--- src/rtl/mia_pkg.sv ---
// Package for the adjugate matrix inverse block.
// Holds fixed formats, register indexes and the divider handshake types.
// Depends on nothing; the interface, top-level and divider files refer to it by scoped names.
package mia_pkg;

  // configuration port
  localparam int CFG_INDEX_W = 2;
  localparam int CFG_DATA_W  = 32;
  localparam logic [CFG_INDEX_W-1:0] REG_ACTIVE_SIZE = 2'd0;
  localparam logic [CFG_INDEX_W-1:0] REG_SING_THRESH = 2'd1;

  localparam int ACTIVE_SIZE_W = 3;
  localparam logic [ACTIVE_SIZE_W-1:0] ACTIVE_SIZE_RESET = 3'd4;
  localparam int THRESH_W = 32;
  localparam logic [THRESH_W-1:0] THRESH_RESET = 32'd42949673;

  // fixed point formats: entries Q.8, minors Q.32, results Q16.16
  localparam int DET_W      = 64;
  localparam int FRAC_BITS  = 8;
  localparam int LEAF_SHIFT = 24;
  localparam int OUT_SHIFT  = 16;
  localparam int OUT_W      = 32;
  localparam logic [DET_W-1:0] DET_MAX = 64'h7FFF_FFFF_FFFF_FFFF;

  // divider: only the low 80 dividend bits can be nonzero
  localparam int DIV_STEPS    = DET_W + OUT_SHIFT;
  localparam int QUOT_CAP_BIT = 40;

  typedef struct packed {
    logic start;
    logic neg;
  } div_req_t;

  typedef struct packed {
    logic done;
    logic sat;
  } div_rsp_t;

endpackage

--- src/rtl/mia_if.sv ---
// Channel interfaces for the adjugate matrix inverse block.
// Input items, result items and configuration writes; uses mia_pkg.
interface mia_in_if #(parameter int ELEMENT_WIDTH = 16);
  logic                            valid;
  logic                            ready;
  logic signed [ELEMENT_WIDTH-1:0] element;
  logic                            last_element;
  modport source (output valid, element, last_element, input ready);
  modport sink   (input valid, element, last_element, output ready);
  modport mon    (input valid, ready, element, last_element);
endinterface

interface mia_out_if;
  logic                             valid;
  logic                             ready;
  logic signed [mia_pkg::OUT_W-1:0] inverse_element;
  logic                             singular;
  logic                             saturated;
  logic                             last_result;
  modport source (output valid, inverse_element, singular, saturated, last_result,
                  input ready);
  modport sink   (input valid, inverse_element, singular, saturated, last_result,
                  output ready);
  modport mon    (input valid, ready, inverse_element, singular, saturated, last_result);
endinterface

interface mia_cfg_if;
  logic                               valid;
  logic                               ready;
  logic [mia_pkg::CFG_INDEX_W-1:0]    index;
  logic [mia_pkg::CFG_DATA_W-1:0]     data;
  modport source (output valid, index, data, input ready);
  modport sink   (input valid, index, data, output ready);
  modport mon    (input valid, ready, index, data);
endinterface

--- src/rtl/matrix_inverse_adjugate.sv ---
// Top level of the adjugate matrix inverse block.
// Uses mia_pkg, the interfaces of mia_if.sv and mia_divider.
//
// Usage:
//   matrix : input entries, Q8.8, row-major; last_element starts the solve.
//   inverse: one Q16.16 result per inverse entry, row-major, last_result on
//            the final one; singular set (and entries zero) when the
//            determinant magnitude is below the threshold or zero.
//   cfg    : register writes (active_size, singular_threshold), always ready,
//            to be issued only while no solve is in progress.
// Loading accepts one entry per cycle. After the last entry the block computes
// the determinant by first-row cofactor expansion, multiplying each entry by
// its minor in two 32-bit halves and rounding the product before it is
// accumulated; unless the matrix is singular it then computes each cofactor
// the same way and divides it by the determinant with a restoring divide.
// matrix.ready is low for the whole solve.
// The result register holds an entry until taken; a stalled receiver stalls
// the solve at the next entry. Reset clears the load count, the registers to
// their defaults and any pending result; the matrix store is not cleared.
module matrix_inverse_adjugate #(
  parameter int MAX_SIZE      = 4,
  parameter int ELEMENT_WIDTH = 16
) (
  input  logic        clk,
  input  logic        rst,
  mia_in_if.sink      matrix,
  mia_out_if.source   inverse,
  mia_cfg_if.sink     cfg
);

  localparam int EW    = ELEMENT_WIDTH;
  localparam int K     = MAX_SIZE;
  localparam int DEPTH = K * K;
  localparam int AW    = $clog2(DEPTH);
  localparam int LW    = $clog2(DEPTH + 1);
  localparam int CW    = $clog2(K);
  localparam int SW    = $clog2(K + 1);
  localparam int DW    = mia_pkg::DET_W;
  localparam int PW    = 32 + EW;
  localparam int FW    = DW + EW + 1;
  localparam int OW    = mia_pkg::OUT_W;
  localparam logic [FW-1:0] ROUND = FW'(1) << (mia_pkg::FRAC_BITS - 1);
  localparam logic signed [DW:0] SUM_MAX = (DW+1)'(mia_pkg::DET_MAX);

  localparam logic [3:0] ST_LOAD  = 4'd0;
  localparam logic [3:0] ST_ENTER = 4'd1;
  localparam logic [3:0] ST_PUSH  = 4'd2;
  localparam logic [3:0] ST_LEAF  = 4'd3;
  localparam logic [3:0] ST_RET   = 4'd4;
  localparam logic [3:0] ST_RDE   = 4'd5;
  localparam logic [3:0] ST_MUL1  = 4'd6;
  localparam logic [3:0] ST_MUL2  = 4'd7;
  localparam logic [3:0] ST_MUL3  = 4'd8;
  localparam logic [3:0] ST_ACC   = 4'd9;
  localparam logic [3:0] ST_CHECK = 4'd10;
  localparam logic [3:0] ST_COF   = 4'd11;
  localparam logic [3:0] ST_DIV   = 4'd12;
  localparam logic [3:0] ST_EMIT  = 4'd13;

  function automatic logic [CW-1:0] lowest_bit(input logic [K-1:0] m);
    logic [CW-1:0] r;
    logic          found;
    r     = '0;
    found = 1'b0;
    for (int i = 0; i < K; i++) begin
      if (m[i] && !found) begin
        r     = CW'(i);
        found = 1'b1;
      end
    end
    return r;
  endfunction

  // {found, index} of the lowest set bit above cur
  function automatic logic [CW:0] next_bit(input logic [K-1:0] m, input logic [CW-1:0] cur);
    logic [CW-1:0] r;
    logic          found;
    r     = '0;
    found = 1'b0;
    for (int i = 0; i < K; i++) begin
      if (m[i] && (i > int'(cur)) && !found) begin
        r     = CW'(i);
        found = 1'b1;
      end
    end
    return {found, r};
  endfunction

  function automatic logic [K-1:0] mask_of(input logic [SW-1:0] n);
    logic [K-1:0] m;
    m = '0;
    for (int i = 0; i < K; i++) begin
      m[i] = (i < int'(n));
    end
    return m;
  endfunction

  function automatic logic [DW-1:0] mag64(input logic signed [DW-1:0] v);
    return v[DW-1] ? DW'(-v) : DW'(v);
  endfunction

  // registers
  logic [3:0]                   state;
  logic [mia_pkg::ACTIVE_SIZE_W-1:0] active_size;
  logic [mia_pkg::THRESH_W-1:0] thresh;
  logic [LW-1:0]                load_count;
  logic [SW-1:0]                n_solve;
  logic [SW-1:0]                k0;
  logic [CW-1:0]                d;
  logic                         mode_cof;
  logic [K-1:0]                 rows [K];
  logic [K-1:0]                 cols [K];
  logic [CW-1:0]                col  [K];
  logic signed [DW-1:0]         sum  [K];
  logic                         odd  [K];
  logic signed [DW-1:0]         ret_val;
  logic                         ret_neg;
  logic signed [DW-1:0]         det;
  logic                         singular;
  logic [CW-1:0]                x;
  logic [CW-1:0]                y;
  logic [DW-1:0]                md;
  logic [EW-1:0]                me_reg;
  logic                         mul_neg;
  logic [PW-1:0]                ph;
  logic [PW-1:0]                pl;
  logic signed [DW-1:0]         t_reg;
  logic [OW-1:0]                res_val;
  logic                         res_sat;
  logic                         out_valid;
  logic signed [OW-1:0]         out_elem;
  logic                         out_sing;
  logic                         out_sat;
  logic                         out_last;
  logic signed [EW-1:0]         mem [DEPTH];
  logic signed [EW-1:0]         rd_data;

  // combinational helpers
  logic [SW-1:0]        n_eff;
  logic [LW-1:0]        nn_eff;
  logic                 load_acc;
  logic                 load_wr;
  logic [CW-1:0]        row_lo;
  logic [CW-1:0]        cmask_lo;
  logic [CW-1:0]        rd_col;
  logic [AW-1:0]        rd_addr;
  logic                 leaf;
  logic [EW-1:0]        me_comb;
  logic [FW-1:0]        full;
  logic [FW-1:0]        shifted;
  logic [DW-1:0]        t_mag;
  logic signed [DW-1:0] addend;
  logic signed [DW:0]   s65;
  logic signed [DW-1:0] sum_new;
  logic [CW:0]          nb;
  logic [K-1:0]         all_solve;
  logic                 sing_now;
  logic                 pos_last;
  logic                 y_wrap;
  logic [CW-1:0]        nx;
  logic [CW-1:0]        ny;
  logic [CW-1:0]        setup_x;
  logic [CW-1:0]        setup_y;
  logic [K-1:0]         cof_rows;
  logic [K-1:0]         cof_cols;
  logic signed [DW-1:0] cof_val;
  logic                 emit_ok;
  mia_pkg::div_req_t    div_req;
  mia_pkg::div_rsp_t    div_rsp;
  logic [OW-1:0]        div_quot;

  // clamp active size into the supported range
  always_comb begin
    if (active_size < mia_pkg::ACTIVE_SIZE_W'(2)) begin
      n_eff = SW'(2);
    end else if (active_size > mia_pkg::ACTIVE_SIZE_W'(K)) begin
      n_eff = SW'(K);
    end else begin
      n_eff = SW'(active_size);
    end
    nn_eff = LW'(int'(n_eff) * int'(n_eff));
  end

  assign matrix.ready = (state == ST_LOAD);
  assign cfg.ready    = 1'b1;
  assign load_acc     = matrix.valid && matrix.ready;
  assign load_wr      = load_acc && (load_count < nn_eff);

  // store addressing for the current recursion level
  always_comb begin
    row_lo   = lowest_bit(rows[d]);
    cmask_lo = lowest_bit(cols[d]);
    rd_col   = (state == ST_ENTER) ? cmask_lo : col[d];
    rd_addr  = AW'(int'(row_lo) * int'(n_solve) + int'(rd_col));
    leaf     = (SW'(d) + SW'(1) == k0);
  end

  // matrix store
  always_ff @(posedge clk) begin
    if (load_wr) begin
      mem[load_count[AW-1:0]] <= matrix.element;
    end
    rd_data <= mem[rd_addr];
  end

  // product of entry and minor, rounded to 32 fraction bits, saturated
  always_comb begin
    me_comb = rd_data[EW-1] ? EW'(-rd_data) : EW'(rd_data);
    full    = (FW'(ph) << 32) + FW'(pl) + ROUND;
    shifted = full >> mia_pkg::FRAC_BITS;
    t_mag   = (|shifted[FW-1:DW-1]) ? mia_pkg::DET_MAX : DW'(shifted[DW-2:0]);
  end

  // saturating accumulation and next column
  always_comb begin
    addend = odd[d] ? -t_reg : t_reg;
    s65    = (DW+1)'(sum[d]) + (DW+1)'(addend);
    if (s65 > SUM_MAX) begin
      sum_new = DW'(SUM_MAX);
    end else if (s65 < -SUM_MAX) begin
      sum_new = DW'(-SUM_MAX);
    end else begin
      sum_new = DW'(s65);
    end
    nb = next_bit(cols[d], col[d]);
  end

  // cofactor sequencing
  always_comb begin
    all_solve = mask_of(n_solve);
    sing_now  = (det == '0) || (mag64(det) < DW'(thresh));
    y_wrap    = (SW'(y) == n_solve - SW'(1));
    pos_last  = y_wrap && (SW'(x) == n_solve - SW'(1));
    ny        = y_wrap ? '0 : y + CW'(1);
    nx        = y_wrap ? x + CW'(1) : x;
    setup_x   = (state == ST_CHECK) ? '0 : nx;
    setup_y   = (state == ST_CHECK) ? '0 : ny;
    cof_rows  = all_solve & ~(K'(1) << setup_y);
    cof_cols  = all_solve & ~(K'(1) << setup_x);
    cof_val   = (x[0] ^ y[0]) ? -ret_val : ret_val;
    emit_ok   = !out_valid || inverse.ready;
  end

  assign div_req.start = (state == ST_COF);
  assign div_req.neg   = cof_val[DW-1] ^ det[DW-1];

  mia_divider u_divider (
    .clk  (clk),
    .rst  (rst),
    .req  (div_req),
    .num  (mag64(cof_val)),
    .den  (mag64(det)),
    .rsp  (div_rsp),
    .quot (div_quot)
  );

  // configuration registers
  always_ff @(posedge clk) begin
    if (rst) begin
      active_size <= mia_pkg::ACTIVE_SIZE_RESET;
      thresh      <= mia_pkg::THRESH_RESET;
    end else if (cfg.valid) begin
      case (cfg.index)
        mia_pkg::REG_ACTIVE_SIZE: active_size <= cfg.data[mia_pkg::ACTIVE_SIZE_W-1:0];
        mia_pkg::REG_SING_THRESH: thresh      <= cfg.data[mia_pkg::THRESH_W-1:0];
        default: ;
      endcase
    end
  end

  // sequencer
  always_ff @(posedge clk) begin
    if (rst) begin
      state      <= ST_LOAD;
      load_count <= '0;
      det        <= '0;
      out_valid  <= 1'b0;
    end else begin
      // a taken result clears here unless the emit step reloads it
      if (out_valid && inverse.ready && (state != ST_EMIT)) begin
        out_valid <= 1'b0;
      end
      case (state)
        ST_LOAD: begin
          if (load_acc) begin
            if (matrix.last_element) begin
              load_count <= '0;
              n_solve    <= n_eff;
              k0         <= n_eff;
              rows[0]    <= mask_of(n_eff);
              cols[0]    <= mask_of(n_eff);
              d          <= '0;
              mode_cof   <= 1'b0;
              state      <= ST_ENTER;
            end else if (load_wr) begin
              load_count <= load_count + LW'(1);
            end
          end
        end
        ST_ENTER: begin
          if (leaf) begin
            state <= ST_LEAF;
          end else begin
            sum[d] <= '0;
            odd[d] <= 1'b0;
            col[d] <= cmask_lo;
            state  <= ST_PUSH;
          end
        end
        ST_PUSH: begin
          rows[CW'(d + CW'(1))] <= rows[d] & ~(K'(1) << row_lo);
          cols[CW'(d + CW'(1))] <= cols[d] & ~(K'(1) << col[d]);
          d     <= d + CW'(1);
          state <= ST_ENTER;
        end
        ST_LEAF: begin
          ret_val <= {{(DW-EW){rd_data[EW-1]}}, rd_data} <<< mia_pkg::LEAF_SHIFT;
          state   <= ST_RET;
        end
        ST_RET: begin
          if (d == '0) begin
            if (mode_cof) begin
              state <= ST_COF;
            end else begin
              det   <= ret_val;
              state <= ST_CHECK;
            end
          end else begin
            d       <= d - CW'(1);
            md      <= mag64(ret_val);
            ret_neg <= ret_val[DW-1];
            state   <= ST_RDE;
          end
        end
        ST_RDE: begin
          state <= ST_MUL1;
        end
        ST_MUL1: begin
          ph      <= PW'(md[DW-1:32]) * PW'(me_comb);
          me_reg  <= me_comb;
          mul_neg <= rd_data[EW-1] ^ ret_neg;
          state   <= ST_MUL2;
        end
        ST_MUL2: begin
          pl    <= PW'(md[31:0]) * PW'(me_reg);
          state <= ST_MUL3;
        end
        ST_MUL3: begin
          t_reg <= mul_neg ? -$signed(t_mag) : $signed(t_mag);
          state <= ST_ACC;
        end
        ST_ACC: begin
          sum[d] <= sum_new;
          odd[d] <= ~odd[d];
          if (nb[CW]) begin
            col[d] <= nb[CW-1:0];
            state  <= ST_PUSH;
          end else begin
            ret_val <= sum_new;
            state   <= ST_RET;
          end
        end
        ST_CHECK: begin
          singular <= sing_now;
          x        <= '0;
          y        <= '0;
          if (sing_now) begin
            state <= ST_EMIT;
          end else begin
            rows[0]  <= cof_rows;
            cols[0]  <= cof_cols;
            k0       <= n_solve - SW'(1);
            d        <= '0;
            mode_cof <= 1'b1;
            state    <= ST_ENTER;
          end
        end
        ST_COF: begin
          state <= ST_DIV;
        end
        ST_DIV: begin
          if (div_rsp.done) begin
            res_val <= div_quot;
            res_sat <= div_rsp.sat;
            state   <= ST_EMIT;
          end
        end
        ST_EMIT: begin
          if (emit_ok) begin
            out_valid <= 1'b1;
            out_elem  <= singular ? '0 : $signed(res_val);
            out_sing  <= singular;
            out_sat   <= singular ? 1'b0 : res_sat;
            out_last  <= pos_last;
            if (pos_last) begin
              state <= ST_LOAD;
            end else begin
              x <= nx;
              y <= ny;
              if (!singular) begin
                rows[0] <= cof_rows;
                cols[0] <= cof_cols;
                d       <= '0;
                state   <= ST_ENTER;
              end
            end
          end
        end
        default: state <= ST_LOAD;
      endcase
    end
  end

  assign inverse.valid           = out_valid;
  assign inverse.inverse_element = out_elem;
  assign inverse.singular        = out_sing;
  assign inverse.saturated       = out_sat;
  assign inverse.last_result     = out_last;

endmodule

--- src/rtl/mia_divider.sv ---
// Restoring divider: (num << 16) / den, one quotient bit per cycle.
// Quotient truncates toward zero and saturates to 32 signed bits; uses mia_pkg.
module mia_divider (
  input  logic                        clk,
  input  logic                        rst,
  input  mia_pkg::div_req_t           req,
  input  logic [mia_pkg::DET_W-1:0]   num,
  input  logic [mia_pkg::DET_W-1:0]   den,
  output mia_pkg::div_rsp_t           rsp,
  output logic [mia_pkg::OUT_W-1:0]   quot
);

  localparam int DW    = mia_pkg::DET_W;
  localparam int DVD_W = mia_pkg::DIV_STEPS;
  localparam int CNT_W = $clog2(mia_pkg::DIV_STEPS + 1);
  localparam int Q_W   = mia_pkg::QUOT_CAP_BIT + 1;
  localparam int OW    = mia_pkg::OUT_W;
  localparam logic [Q_W:0] Q_CAP = (Q_W+1)'(1) << mia_pkg::QUOT_CAP_BIT;

  logic             busy;
  logic             done;
  logic [CNT_W-1:0] cnt;
  logic [DVD_W-1:0] dvd;
  logic [DW-1:0]    rem;
  logic [Q_W-1:0]   q;
  logic             big;
  logic             neg;

  logic [DW-1:0]    rem_step;
  logic [Q_W:0]     q_step;
  logic             big_step;
  logic [OW-1:0]    lim;
  logic             over;
  logic [OW-1:0]    qv;

  // one shift and compare step
  always_comb begin
    rem_step = {rem[DW-2:0], dvd[DVD_W-1]};
    q_step   = {q, 1'b0};
    big_step = big;
    if (rem_step >= den) begin
      rem_step  = rem_step - den;
      q_step[0] = 1'b1;
    end
    if (q_step >= Q_CAP) begin
      q_step   = Q_CAP;
      big_step = 1'b1;
    end
  end

  // saturate and apply sign
  always_comb begin
    lim  = neg ? {1'b1, {(OW-1){1'b0}}} : {1'b0, {(OW-1){1'b1}}};
    over = big || (q > Q_W'(lim));
    qv   = over ? lim : q[OW-1:0];
  end

  assign quot     = neg ? (-qv) : qv;
  assign rsp.done = done;
  assign rsp.sat  = over;

  always_ff @(posedge clk) begin
    if (rst) begin
      busy <= 1'b0;
      done <= 1'b0;
      cnt  <= '0;
    end else begin
      done <= 1'b0;
      if (req.start) begin
        busy <= 1'b1;
        cnt  <= CNT_W'(mia_pkg::DIV_STEPS);
        dvd  <= {num, {mia_pkg::OUT_SHIFT{1'b0}}};
        rem  <= '0;
        q    <= '0;
        big  <= 1'b0;
        neg  <= req.neg;
      end else if (busy) begin
        dvd <= {dvd[DVD_W-2:0], 1'b0};
        rem <= rem_step;
        q   <= q_step[Q_W-1:0];
        big <= big_step;
        cnt <= cnt - CNT_W'(1);
        if (cnt == CNT_W'(1)) begin
          busy <= 1'b0;
          done <= 1'b1;
        end
      end
    end
  end

endmodule

--- src/flat_wrapper.sv ---
// flat-port wrapper written by rule: the top's interface ports become plain ports
module matrix_inverse_adjugate_flat 
#(
  parameter int MAX_SIZE      = 4,
  parameter int ELEMENT_WIDTH = 16
)
  (clk, rst, matrix_valid, matrix_element, matrix_last_element, matrix_ready, inverse_valid, inverse_inverse_element, inverse_singular, inverse_saturated, inverse_last_result, inverse_ready, cfg_valid, cfg_index, cfg_data, cfg_ready);
  mia_in_if #(.ELEMENT_WIDTH(ELEMENT_WIDTH)) matrix_i ();
  mia_out_if inverse_i ();
  mia_cfg_if cfg_i ();
  input  logic clk;
  input  logic rst;
  input wire logic [$bits(matrix_i.valid)-1:0] matrix_valid;
  input wire logic [$bits(matrix_i.element)-1:0] matrix_element;
  input wire logic [$bits(matrix_i.last_element)-1:0] matrix_last_element;
  output wire logic [$bits(matrix_i.ready)-1:0] matrix_ready;
  output wire logic [$bits(inverse_i.valid)-1:0] inverse_valid;
  output wire logic [$bits(inverse_i.inverse_element)-1:0] inverse_inverse_element;
  output wire logic [$bits(inverse_i.singular)-1:0] inverse_singular;
  output wire logic [$bits(inverse_i.saturated)-1:0] inverse_saturated;
  output wire logic [$bits(inverse_i.last_result)-1:0] inverse_last_result;
  input wire logic [$bits(inverse_i.ready)-1:0] inverse_ready;
  input wire logic [$bits(cfg_i.valid)-1:0] cfg_valid;
  input wire logic [$bits(cfg_i.index)-1:0] cfg_index;
  input wire logic [$bits(cfg_i.data)-1:0] cfg_data;
  output wire logic [$bits(cfg_i.ready)-1:0] cfg_ready;
  assign matrix_i.valid = matrix_valid;
  assign matrix_i.element = matrix_element;
  assign matrix_i.last_element = matrix_last_element;
  assign matrix_ready = matrix_i.ready;
  assign inverse_valid = inverse_i.valid;
  assign inverse_inverse_element = inverse_i.inverse_element;
  assign inverse_singular = inverse_i.singular;
  assign inverse_saturated = inverse_i.saturated;
  assign inverse_last_result = inverse_i.last_result;
  assign inverse_i.ready = inverse_ready;
  assign cfg_i.valid = cfg_valid;
  assign cfg_i.index = cfg_index;
  assign cfg_i.data = cfg_data;
  assign cfg_ready = cfg_i.ready;
  matrix_inverse_adjugate #(.MAX_SIZE(MAX_SIZE), .ELEMENT_WIDTH(ELEMENT_WIDTH)) u_core (.clk(clk), .rst(rst), .matrix(matrix_i), .inverse(inverse_i), .cfg(cfg_i));
endmodule
--- config.mk ---
export PLATFORM = sky130hd
export DESIGN_NAME = matrix_inverse_adjugate_flat
export DESIGN_NICKNAME = d
export VERILOG_FILES = /design/src/rtl/mia_pkg.sv /design/src/rtl/mia_if.sv /design/src/rtl/matrix_inverse_adjugate.sv /design/src/rtl/mia_divider.sv /design/src/flat_wrapper.sv
export SDC_FILE = /design/constraint.sdc
export NUM_CORES = 2
export LEC_CHECK = 0
export BUFFER_PORTS_ARGS = -buffer_cell sky130_fd_sc_hd__buf_2
export CAP_MARGIN = 20
export CELL_PAD_IN_SITES_DETAIL_PLACEMENT = 0
export CELL_PAD_IN_SITES_GLOBAL_PLACEMENT = 1
export CORE_ASPECT_RATIO = 0.7
export CORE_MARGIN = 4
export CORE_UTILIZATION = 50
export DETAILED_ROUTE_END_ITERATION = 6
export GPL_ROUTABILITY_DRIVEN = 1
export HOLD_SLACK_MARGIN = 0.08
export PLACE_DENSITY = 0.86
export RECOVER_POWER = 100
export SYNTH_ARGS = -nofsm -noshare
export SYNTH_HDL_FRONTEND = slang
export SYNTH_SLANG_ARGS = --single-unit
--- constraint.sdc ---
create_clock -name clk -period 16.31 [get_ports clk]
set_input_delay 3.262 -clock clk [delete_from_list [all_inputs] [get_ports clk]]
set_output_delay 3.262 -clock clk [all_outputs]
set_load 0.05 [all_outputs]
==> flow_metrics.env <==
export IMPL_synth_async_reset_ratio_pct=0
export IMPL_num_vias=76800
export IMPL_drtPass1Iterations=6
export IMPL_grtUsageTotal_pct=30.0
export IMPL_synth_cells=9965
export IMPL_std_cell_rows=137
export IMPL_cts_buffer_depth=3
export IMPL_use_met1_pct=46.2
export IMPL_yosys_warnings=0
export IMPL_netlist_area_um2=100000
export IMPL_grt_pass1_wl_mm=476
export IMPL_hpwlAfterDp_mm=232
export IMPL_via_per_inst=6.11
export IMPL_synthFlopType="edfxtp_1"
export IMPL_die_w_um=543
export IMPL_critPathMaxFanout=36
export IMPL_portBuffers=92
export IMPL_final_common_cell="nand2_1"
export IMPL_max_freq_mhz=80.8
export IMPL_drv_slew=2147
export IMPL_hp_class="register to register"
export IMPL_finalNonFillerCells=12600
export IMPL_r2r_end="u_core.sum[3][14]"
export IMPL_synth_distinct_cells=101
export IMPL_violations="max-capacitance violations, max-slew violations"
export IMPL_cts_resized=0
export IMPL_required_ps=16630
export IMPL_synth_seq_area_share_pct=35.9
export IMPL_gp_congestion=0.993
export IMPL_io_pins=94
export IMPL_grt_max_degree=99
export IMPL_grt_pass1_vias=74700
export IMPL_ys_seq_elements=1243
export IMPL_dieArea_um2=208000
export IMPL_crit_end="u_core.sum[3][14]"
export IMPL_rsz0062_at_grt="false"
export IMPL_postCtsHoldBufs=0
export IMPL_die_y_um=383
export IMPL_layout_common_cells="nand2_1, edfxtp_1, inv_1"
export IMPL_hold_slack_ps=462
export IMPL_layout_drive_gt1_share_pct=5.74
export IMPL_antenna_found_initial=17
export IMPL_core_area_um2=199000
export IMPL_cts_buffers=120
export IMPL_reg2reg_depth=16
export IMPL_wl_per_cell_um=24.9
export IMPL_placed_cells=12300
export IMPL_max_slew_margin_rel_pct=-222
export IMPL_cp_arrival_ps=12700
export IMPL_setup_ws_ps=3930
export IMPL_gr_total_overflow=0
export IMPL_clock_latency_ps=800
export IMPL_cts_tree="built"
export IMPL_root_buffer="clkbuf_16"
export IMPL_nets=11200
export IMPL_critical_path_class="register to register"
export IMPL_start_util_pct=50.3
export IMPL_status="finished, violations left"
export IMPL_ant_nets=0
export IMPL_syn_area_per_cell_um2=10.1
export IMPL_worst_slew_pin_slew_ps=4840
export IMPL_clock_sinks=1243
export IMPL_post_place_ws_ps=6550
export IMPL_drv_cap=48
export IMPL_fin_crit_ps=12380
export IMPL_start_kind="register"
export IMPL_busiest_layer="met1"
export IMPL_grtUsageMet3_pct=9.78
export IMPL_cts_setup_buffers=0
export IMPL_htree_levels=3
export IMPL_syn_num_nets=11300
export IMPL_crit_path_end_kind="register"
export IMPL_finalCritPeriodShare_pct=75.9
export IMPL_setup_tns_ps=0
export IMPL_setup_violations=0
export IMPL_timing_reg2reg_setup_slack_ps=3930
export IMPL_drcViolationCount=0
export IMPL_path_clk_slew_ps=70
export IMPL_drt_iter0_markers=9432
export IMPL_area_delta_synth_final_pct=6.85
export IMPL_drt_wl_total_mm=313
export IMPL_synth_edf_count=1107
export IMPL_finClkSkew_ps=76.0
export IMPL_grt_use_met2_pct=40.6
export IMPL_hold_viol=0
[how the worst min path moves through the flow]
stage / from / endpoint / slack (ps) / depth (start not counted)
3_5_place_dp: u_core.thresh[8] / u_core.thresh[8] / 450 / 2
2_1_floorplan: u_core.rd_data[0] / u_core.me_reg[0] / 410 / 0
6_report: u_core.thresh[8] / u_core.thresh[8] / 460 / 2
4_1_cts: u_core.thresh[26] / u_core.thresh[26] / 460 / 2
3_3_place_gp: u_core.thresh[8] / u_core.thresh[8] / 450 / 2
5_1_grt: u_core.thresh[27] / u_core.thresh[27] / 480 / 2
[metal layers]
metal,wire [µm],vias up
met5,22,-
met4,8550,4
met3,43100,486
met2,124000,4372
met1,137000,38100
li1,-,33800
[layout make-up]
| class | instances | area [µm²] |
|---|---|---|
| Inverter | 1081 | 4060 |
| Tap cell | 2641 | 3300 |
| Clock buffer | 139 | 3110 |
| Timing Repair Buffer | 248 | 1340 |
| Clock inverter | 87 | 972 |
| Fill cell | 17500 | 92200 |
| Sequential cell | 1243 | 36000 |
| Antenna cell | 12 | 30.0 |
| Multi-Input combinational cell | 7110 | 58400 |
[cells by family after synthesis]
logic type / synth area share (%)
AND/OR/NAND/NOR: 15.4
flip-flops: 35.9
XOR/XNOR: 5.37
multiplexers: 4.11
buffers and inverters: 6.08
AO/OA/AOI/OAI: 10.5
other: 0.00374
adder cells (fa/ha/maj): 22.7
[synthesized netlist by cell type, types with 66 or more instances]
master | instances | area share, %
nor2b_1 | 81 | 0.51
edfxtp_1 | 1107 | 33
and2_1 | 343 | 2.1
nand4_1 | 84 | 0.52
dfxtp_1 | 136 | 2.7
nand3_1 | 146 | 0.73
nand2b_1 | 69 | 0.43
ha_1 | 469 | 5.9
o21ai_0 | 399 | 2.0
or3_1 | 70 | 0.44
a31oi_1 | 66 | 0.41
xor2_1 | 217 | 1.9
and3_1 | 100 | 0.62
nand2_1 | 1389 | 5.2
mux4_2 | 154 | 3.5
a21oi_1 | 527 | 2.6
xnor2_1 | 398 | 3.5
a21o_1 | 166 | 1.2
o31ai_1 | 67 | 0.50
inv_1 | 1078 | 4.0
fa_1 | 839 | 17
nor2_1 | 611 | 2.3
clkbuf_1 | 480 | 1.8
nor3_1 | 163 | 0.81
[metrics by stage]
| step | utilization [%] | area [µm²] |
|---|---|---|
| global route | 53.7 | 107000 |
| finish | 53.8 | 107000 |
| detailed placement | 51.9 | 104000 |
| global placement | 51.9 | 104000 |
| floorplan | - | 100000 |
| CTS | 54.0 | 108000 |
[critical path, cell delays in order, from the launching register on]
cell and delay (ps):
dfxtp_1 1510, clkbuf_1 2000, buf_4 800, mux4_2 620, ha_1 520, and3_1 250
nand2_1 210, nor4_1 1010, o2111ai_1 540, a21boi_0 360, o21ai_0 160, a211o_1 300
o311ai_0 120, clkbuf_1 990, nor2_1 490, nand2_1 1350, o21ai_0 550
Power is not shown: default switching activity piles up to over one toggle a cycle in this logic, so the estimate is an artifact.
